## src/tcrf_pkg.sv

```systemverilog
// ----------------------------------------------------------------------------
// tcrf_pkg
// Shared types and constants of the thruster command receiver with failsafe.
// ----------------------------------------------------------------------------
`default_nettype none

package tcrf_pkg;

	// channel count default
	localparam int unsigned CHANNELS_DEF = 8;

	// frame bytes
	localparam logic [7:0] HEADER_BYTE  = 8'hFF;
	localparam logic [7:0] TRAILER_BYTE = 8'hAA;
	localparam logic [7:0] NEUTRAL_CMD  = 8'h80;

	// pulse mapping
	localparam logic signed [13:0] PULSE_CENTER = 14'sd1500;
	localparam logic signed [13:0] CMD_OFFSET   = 14'sd128;
	localparam logic signed [13:0] PULSE_GAIN   = 14'sd25;
	localparam logic signed [13:0] PULSE_DIV    = 14'sd8;

	// duty = floor((82 * pulse + 6500) / 100), division by reciprocal
	localparam logic [6:0]  DUTY_GAIN   = 7'd82;
	localparam logic [18:0] DUTY_OFFSET = 19'd6500;
	localparam int unsigned RECIP_SHIFT = 25;
	localparam logic [18:0] RECIP_100   = 19'((2 ** RECIP_SHIFT + 99) / 100);

	// register reset values
	localparam logic [7:0]  DIR_MASK_RST  = 8'hFF;
	localparam logic [15:0] TIMEOUT_RST   = 16'd1000;
	localparam logic [11:0] PULSE_MIN_RST = 12'd1100;
	localparam logic [11:0] PULSE_MAX_RST = 12'd1900;

	// register indexes
	typedef enum logic [7:0] {
		REG_DIR_MASK  = 8'd0,
		REG_TIMEOUT   = 8'd1,
		REG_PULSE_MIN = 8'd2,
		REG_PULSE_MAX = 8'd3
	} reg_idx_t;

	// input kinds
	typedef enum logic {
		KIND_BYTE = 1'b0,
		KIND_TICK = 1'b1
	} kind_t;

	// result causes
	typedef enum logic {
		CAUSE_FRAME   = 1'b0,
		CAUSE_TIMEOUT = 1'b1
	} cause_t;

	// one channel beat handed to the duty pipeline
	typedef struct packed {
		logic       fwd;
		logic [2:0] chan;
		logic [7:0] cmd;
		cause_t     cause;
		logic       last;
	} beat_t;

endpackage

`default_nettype wire

```

## src/thruster_command_receiver_failsafe.sv

```systemverilog
// Path: the byte or tick that causes a run sets issuing_q; each result beat then
// passes the memory read stage and the s2, s3 and output registers; the run
// gives one result per cycle while the output takes it.
// Input hold: a beat that causes results holds the input until the run has
// read the command memory once per channel; other beats do not hold it.
// Reset: asynchronous, registers to their defaults, framer hunting for a
// header, silence counter and timeout flag cleared.
// ----------------------------------------------------------------------------
// thruster_command_receiver_failsafe
// Frames UART bytes into channel commands, watches for silence and emits
// per-channel PWM duty values on a good frame or on failsafe timeout.
// ----------------------------------------------------------------------------
`default_nettype none

module thruster_command_receiver_failsafe #(
	parameter int unsigned CHANNELS = tcrf_pkg::CHANNELS_DEF
) (
	input  wire logic        clk,
	input  wire logic        arst_n,
	input  wire logic        s_axis_tvalid,
	output logic             s_axis_tready,
	input  wire logic [7:0]  s_axis_tdata,   // rx_byte
	input  wire logic        s_axis_tuser,   // kind
	output logic             m_axis_tvalid,
	input  wire logic        m_axis_tready,
	output logic [31:0]      m_axis_tdata,   // channel[2:0], command_value[10:3], duty[24:11]
	output logic             m_axis_tuser,   // cause
	output logic             m_axis_tlast,
	input  wire logic        cfg_valid,
	output logic             cfg_ready,
	input  wire logic [7:0]  cfg_index,
	input  wire logic [15:0] cfg_data
);

	localparam int unsigned CH_W  = (CHANNELS > 1) ? $clog2(CHANNELS) : 1;
	localparam int unsigned POS_W = $clog2(CHANNELS + 2);
	localparam int unsigned CX_W  = (CH_W > 3) ? CH_W : 4;

	// configuration registers
	logic [7:0]  dir_mask_q;
	logic [15:0] timeout_q;
	logic [11:0] pulse_min_q, pulse_max_q;

	// framer and silence state
	logic [POS_W-1:0] pos_q;
	logic [15:0]      silence_q;
	logic             timed_out_q;
	logic [15:0]      silence_inc;

	// run issue state
	logic                issuing_q;
	logic [CH_W-1:0]     iss_ch_q;
	tcrf_pkg::cause_t    iss_cause_q;
	logic [CX_W-1:0]     iss_ch_x;
	logic                iss_fwd;

	// pending command memory
	logic [7:0]          cmd_mem [CHANNELS];
	logic                mem_we;
	logic [CH_W-1:0]     mem_wa;

	// stage one
	logic                valid_s1;
	logic [7:0]          rdata_s1;
	tcrf_pkg::beat_t     beat_s1, beat_in;
	logic                duty_ready;

	logic                in_fire, is_tick, is_byte;

	assign cfg_ready     = 1'b1;
	assign s_axis_tready = !issuing_q;
	assign in_fire       = s_axis_tvalid && s_axis_tready;
	assign is_tick       = in_fire && (s_axis_tuser == tcrf_pkg::KIND_TICK);
	assign is_byte       = in_fire && (s_axis_tuser == tcrf_pkg::KIND_BYTE);
	assign silence_inc   = (silence_q == 16'hFFFF) ? silence_q : silence_q + 16'd1;

	// configuration writes
	always_ff @(posedge clk or negedge arst_n) begin
		if (!arst_n) begin
			dir_mask_q  <= tcrf_pkg::DIR_MASK_RST;
			timeout_q   <= tcrf_pkg::TIMEOUT_RST;
			pulse_min_q <= tcrf_pkg::PULSE_MIN_RST;
			pulse_max_q <= tcrf_pkg::PULSE_MAX_RST;
		end else if (cfg_valid && cfg_ready) begin
			unique case (cfg_index)
				tcrf_pkg::REG_DIR_MASK:  dir_mask_q  <= cfg_data[7:0];
				tcrf_pkg::REG_TIMEOUT:   timeout_q   <= cfg_data;
				tcrf_pkg::REG_PULSE_MIN: pulse_min_q <= cfg_data[11:0];
				tcrf_pkg::REG_PULSE_MAX: pulse_max_q <= cfg_data[11:0];
				default: ;
			endcase
		end
	end

	// command bytes land in the memory at their frame slot
	assign mem_we = is_byte && (pos_q != '0) && (pos_q <= POS_W'(CHANNELS));
	assign mem_wa = CH_W'(pos_q - POS_W'(1));

	always_ff @(posedge clk) begin
		if (mem_we) begin
			cmd_mem[mem_wa] <= s_axis_tdata;
		end
	end

	// framer, silence counter and run start
	always_ff @(posedge clk or negedge arst_n) begin
		if (!arst_n) begin
			pos_q       <= '0;
			silence_q   <= '0;
			timed_out_q <= 1'b0;
			issuing_q   <= 1'b0;
			iss_ch_q    <= '0;
			iss_cause_q <= tcrf_pkg::CAUSE_FRAME;
		end else begin
			if (is_tick) begin
				silence_q <= silence_inc;
				if (!timed_out_q && (silence_inc >= timeout_q)) begin
					timed_out_q <= 1'b1;
					issuing_q   <= 1'b1;
					iss_ch_q    <= '0;
					iss_cause_q <= tcrf_pkg::CAUSE_TIMEOUT;
				end
			end else if (is_byte) begin
				priority if (pos_q == '0) begin
					if (s_axis_tdata == tcrf_pkg::HEADER_BYTE) begin
						pos_q <= POS_W'(1);
					end
				end else if (pos_q <= POS_W'(CHANNELS)) begin
					pos_q <= pos_q + POS_W'(1);
				end else begin
					pos_q <= '0;
					if (s_axis_tdata == tcrf_pkg::TRAILER_BYTE) begin
						silence_q   <= '0;
						timed_out_q <= 1'b0;
						issuing_q   <= 1'b1;
						iss_ch_q    <= '0;
						iss_cause_q <= tcrf_pkg::CAUSE_FRAME;
					end
				end
			end else if (issuing_q && duty_ready) begin
				// one channel read per cycle while the duty pipeline is ready
				if (iss_ch_q == CH_W'(CHANNELS - 1)) begin
					issuing_q <= 1'b0;
				end else begin
					iss_ch_q <= iss_ch_q + CH_W'(1);
				end
			end
		end
	end

	// direction bit, channels past the mask run forward
	assign iss_ch_x = CX_W'(iss_ch_q);
	assign iss_fwd  = (iss_ch_x < CX_W'(8)) ? dir_mask_q[iss_ch_x[2:0]] : 1'b1;

	// stage one: registered memory read
	always_ff @(posedge clk or negedge arst_n) begin
		if (!arst_n) begin
			valid_s1 <= 1'b0;
		end else if (duty_ready) begin
			valid_s1 <= issuing_q;
		end
	end

	always_ff @(posedge clk) begin
		if (duty_ready) begin
			rdata_s1      <= cmd_mem[iss_ch_q];
			beat_s1.fwd   <= iss_fwd;
			beat_s1.chan  <= 3'(iss_ch_q);
			beat_s1.cmd   <= '0;
			beat_s1.cause <= iss_cause_q;
			beat_s1.last  <= (iss_ch_q == CH_W'(CHANNELS - 1));
		end
	end

	// failsafe runs carry the neutral command
	always_comb begin
		beat_in     = beat_s1;
		beat_in.cmd = (beat_s1.cause == tcrf_pkg::CAUSE_TIMEOUT) ? tcrf_pkg::NEUTRAL_CMD
		                                                         : rdata_s1;
	end

	tcrf_duty u_duty (
		.clk           (clk),
		.arst_n        (arst_n),
		.in_valid      (valid_s1),
		.in_ready      (duty_ready),
		.in_beat       (beat_in),
		.pulse_min     (pulse_min_q),
		.pulse_max     (pulse_max_q),
		.m_axis_tvalid (m_axis_tvalid),
		.m_axis_tready (m_axis_tready),
		.m_axis_tdata  (m_axis_tdata),
		.m_axis_tuser  (m_axis_tuser),
		.m_axis_tlast  (m_axis_tlast)
	);

endmodule

`default_nettype wire

```

## src/tcrf_duty.sv

```systemverilog
// ----------------------------------------------------------------------------
// tcrf_duty
// Pipeline from command byte to clamped pulse and PWM duty, with output beat.
// ----------------------------------------------------------------------------
`default_nettype none

module tcrf_duty (
	input  wire logic            clk,
	input  wire logic            arst_n,
	input  wire logic            in_valid,
	output logic                 in_ready,
	input  wire tcrf_pkg::beat_t in_beat,
	input  wire logic [11:0]     pulse_min,
	input  wire logic [11:0]     pulse_max,
	output logic                 m_axis_tvalid,
	input  wire logic            m_axis_tready,
	output logic [31:0]          m_axis_tdata,  // channel[2:0], command_value[10:3], duty[24:11]
	output logic                 m_axis_tuser,  // cause
	output logic                 m_axis_tlast
);

	logic            adv;
	logic            valid_s2, valid_s3, out_valid_q;
	tcrf_pkg::beat_t beat_s2, beat_s3, beat_q;
	logic [11:0]     pulse_s2;
	logic [18:0]     x_s3;
	logic [13:0]     duty_q;

	logic signed [13:0] diff, prod, quot, raw, lo_c;
	logic [11:0]        clamped;
	logic [18:0]        x_d;
	logic [38:0]        recip;

	// whole pipeline moves when the output slot frees
	assign adv      = !out_valid_q || m_axis_tready;
	assign in_ready = adv;

	// signed pulse offset, truncated toward zero
	always_comb begin
		diff = $signed({6'd0, in_beat.cmd}) - tcrf_pkg::CMD_OFFSET;
		prod = diff * tcrf_pkg::PULSE_GAIN;
		if (!in_beat.fwd) begin
			prod = -prod;
		end
		quot = prod / tcrf_pkg::PULSE_DIV;
		raw  = tcrf_pkg::PULSE_CENTER + quot;
		lo_c = (raw < $signed({2'd0, pulse_min})) ? $signed({2'd0, pulse_min}) : raw;
		clamped = (lo_c > $signed({2'd0, pulse_max})) ? pulse_max : lo_c[11:0];
	end

	// affine step of the duty
	assign x_d = 19'(pulse_s2) * 19'(tcrf_pkg::DUTY_GAIN) + tcrf_pkg::DUTY_OFFSET;

	// divide by 100 through the reciprocal
	assign recip = 39'(x_s3) * 39'(tcrf_pkg::RECIP_100);

	// stage registers and output beat
	always_ff @(posedge clk or negedge arst_n) begin
		if (!arst_n) begin
			valid_s2    <= 1'b0;
			valid_s3    <= 1'b0;
			out_valid_q <= 1'b0;
		end else if (adv) begin
			valid_s2    <= in_valid;
			valid_s3    <= valid_s2;
			out_valid_q <= valid_s3;
		end
	end

	always_ff @(posedge clk) begin
		if (adv) begin
			beat_s2  <= in_beat;
			pulse_s2 <= clamped;
			beat_s3  <= beat_s2;
			x_s3     <= x_d;
			beat_q   <= beat_s3;
			duty_q   <= recip[tcrf_pkg::RECIP_SHIFT +: 14];
		end
	end

	assign m_axis_tvalid = out_valid_q;
	assign m_axis_tdata  = {7'd0, duty_q, beat_q.cmd, beat_q.chan};
	assign m_axis_tuser  = beat_q.cause;
	assign m_axis_tlast  = beat_q.last;

endmodule

`default_nettype wire
```

## config.mk

```make
export PLATFORM = sky130hd
export DESIGN_NAME = thruster_command_receiver_failsafe
export DESIGN_NICKNAME = d
export VERILOG_FILES = /design/src/tcrf_pkg.sv /design/src/thruster_command_receiver_failsafe.sv /design/src/tcrf_duty.sv
export SDC_FILE = /design/constraint.sdc
export NUM_CORES = 1
export LEC_CHECK = 0
export BUFFER_PORTS_ARGS = -buffer_cell sky130_fd_sc_hd__buf_2
export CAP_MARGIN = 20
export CORE_MARGIN = 3
export CORE_UTILIZATION = 54
export CTS_CLUSTER_DIAMETER = 40
export DETAILED_ROUTE_END_ITERATION = 6
export PLACE_DENSITY = 0.71
export SLEW_MARGIN = 20
export SYNTH_ARGS = -nofsm -noshare
export SYNTH_HDL_FRONTEND = slang
export SYNTH_SLANG_ARGS = --single-unit
```

## constraint.sdc

```tcl
create_clock -name clk -period 17 [get_ports clk]
set_input_delay 1.7 -clock clk [delete_from_list [all_inputs] [get_ports clk]]
set_output_delay 1.7 -clock clk [all_outputs]
set_load 0.05 [all_outputs]
```

==> out/metrics.cfg <==
[run_status]
outcome = finished clean

[clocking]
cts_resized = 0
cts_setup_buffers = 0
max-clock-path-buffers = 3
tritoncts = built
root_buffer = clkbuf_16
cts.sinks = 237
path_clk_slew_ns = 0.06
holdBufCountCts = 0
cts.htree.levels = 2
numCtsBuffers = 36
clkLatencyLatePin_ns = 0.53

[synth]
synthArstFlopShare = 0.325
synth_mux_area_frac = 0.0687
synth_top_family_by_area = adder cells
yosys_warnings = 0
yosys_most_used_dff = edfxtp_1
yosysUniqueCellTypes = 85
synth_edf_count = 160
netlist_instances = 1573
synth-simple-area-share = 0.0658
synth_area_mm2 = 0.0189
ys_seq_area_frac = 0.357
synth_compound_area_frac = 0.0681
synth_fa_ha_area_frac = 0.338
synth_seq_cells = 237
avgSynthCellArea_um2 = 12.0
synth_xor_area_frac = 0.0377

[floorplan]
start_util = 0.556
die_h_um = 193
core_area_mm2 = 0.0340
die_w_um = 193
num_io_pins = 75
die_area_mm2 = 0.0373
rows = 67

[final_layout]
fin_nets = 2121
layout_common_cells = 286 x ha_1, 263 x inv_1, 160 x edfxtp_1
final_common_cell = ha_1
fillCellCount = 2744
regArea_mm2 = 0.00676
multi_input_area_mm2 = 0.0110
drive_above_1_share = 0.162
diodes = 0
area_growth_pct = 10.4
stdcell_area_mm2 = 0.0209

[route]
drc = 0
drt_iter0_markers = 468
vias_per_cell = 5.48
wl_um = 36200
drt-wirelength-per-cell_um = 17.0
via_count = 11700
drtAntennaViolNets = 0
firstDrtPassIters = 4

[timing]
slew_viol_final = 0
finalCriticalPeriod_ns = 10.17
relSlewSlack = 0.366
finalClockSkew_ns = 0.0358
worst_slack_ns = 6.83
period_share = 0.598
final_hold_viol_count = 0
final-setup-viol-count = 0
rsz0062_at_grt = no
fmax_mhz = 98.3
tightestPinTransition_ns = 0.950
tns_ns = 0
holdWs_ns = 0.417

[setup_path]
ff2ff_path_depth = 40
crit_top_cell = ha_1
cp_max_fo = 20
r2r_slack_ns = 6.83
worstPathRequired_ns = 17.28
cp_slowest_cell = edfxtp_1
crit_path_max_incr_delay_ns = 0.71
cp_data_arrival_time_ns = 10.45
cp-start-kind = flop
cp-end-kind = flop
path_class = flop to flop

[placed_design]
place_hpwl_um = 28100
place_ws_ns = 6.94
place.gp.congestion = 0.857
place_area_mm2 = 0.0197
io_buffers = 65

[global_route]
grt_pass1_wl_um = 62800
grtUsageTotal = 0.204
antenna_found_initial = 0
grt_max_degree = 78
grtUsageMet2 = 0.362
met1_usage = 0.260
grt-ovfl-total = 0
grtUsageMet3 = 0.0268
busiest_layer = met2
grt_pass1_vias = 12800

[run]
maxCapViolCount = 0

[min_path]
hold_class = flop to flop
hold-path-cell-count = 0

critical path, delay by kind of cell, from the launching register on:
kind	cells	cell delay, ns
and+or+nand+nor	8	1.76
DFF	1	0.71
muxes	2	0.76
adders and majority gates	10	2.94
xor gates and xnor gates	3	0.63
buffers and inverters	2	0.37
AOI/OAI and AO/OA	15	2.74
synthesized netlist by cell type (all sizes together) (9+ instances only):
cell,number,area [um^2]
nand2,52,195
dfrtp,52,1300
o21a,13,97.6
xor2,35,322
o21ai,46,230
a21oi,44,220
a21o,20,151
buf,18,136
mux2,77,875
xnor2,44,393
nand3,17,85.1
nor2b,17,106
dfstp,25,657
clkbuf,17,83.8
a31oi,9,56.3
inv,263,987
fa,141,2820
nor3,13,65.1
nand2b,12,75.1
edfxtp,160,4800
and2,13,81.3
nor2,57,214
mux4,18,405
ha,286,3580
or2,9,56.3
nand4,13,81.3
layer usage:
metal / routed length, um / up-vias
met4: 1110 / 0
met1: 15600 / 5808
met2: 18300 / 208
li1: - / 5596
met5: 0 / -
met3: 1230 / 71
cell families (layout without fill, tap and decap cells):
kind of cell | count (synthesis) | count (layout)
fa+ha+maj | 427 | 427
other cells | 2 | 10
simple gates | 239 | 239
mux | 97 | 97
xor+xnor | 79 | 79
flops | 237 | 237
compound gates | 193 | 193
buf+inv | 299 | 402
through the flow:
stage               std cells  utilization
floorplan                1581            -
CTS                      2132        0.614
finish                   2132        0.614
global route             2132        0.614
global placement         2066        0.579
detailed placement       2066        0.579
worst paths after layout:
check	endpoint	startpoint
hold reg to reg	u_duty.beat_s2[11]$_DFFE_PN_	beat_in[11]$_DFFE_PN_
min in group asynchronous	silence_q[12]$_DFFE_PN0P_	arst_n
hold / removal	u_duty.beat_s2[11]$_DFFE_PN_	beat_in[11]$_DFFE_PN_
max in group asynchronous	pulse_min_q[9]$_DFFE_PN0P_	arst_n
setup reg to reg	u_duty.pulse_s2[3]$_DFFE_PN_	beat_in[1]$_DFFE_PN_
setup / recovery	u_duty.pulse_s2[3]$_DFFE_PN_	beat_in[1]$_DFFE_PN_
state kept, by name, summed over array words and instances (netlist names), 3 cells and up:
name                 count
cmd_mem                 64
u_duty.x_s3             18
silence_q               16
timeout_q               16
u_duty.beat_s2          13
u_duty.beat_s3          13
u_duty.duty_q           13
pulse_max_q             12
pulse_min_q             12
u_duty.pulse_s2         12
u_duty.m_axis_tdata     11
dir_mask_q               8
rdata_s1                 8
beat_in                  6
pos_q                    4
iss_ch_q                 3
area by class of cell:
cell class | instances | area share
Multi-Input combinational cell | 1045 | 0.526
Sequential cell | 237 | 0.323
Clock buffer | 47 | 0.0475
Inverter | 264 | 0.0474
Tap cell | 448 | 0.0268
Timing Repair Buffer | 72 | 0.0182
Clock inverter | 19 | 0.0102
Power is left out: the tool's default activity adds up to more than one toggle a clock period on the data nets, which glitch-free logic cannot reach.
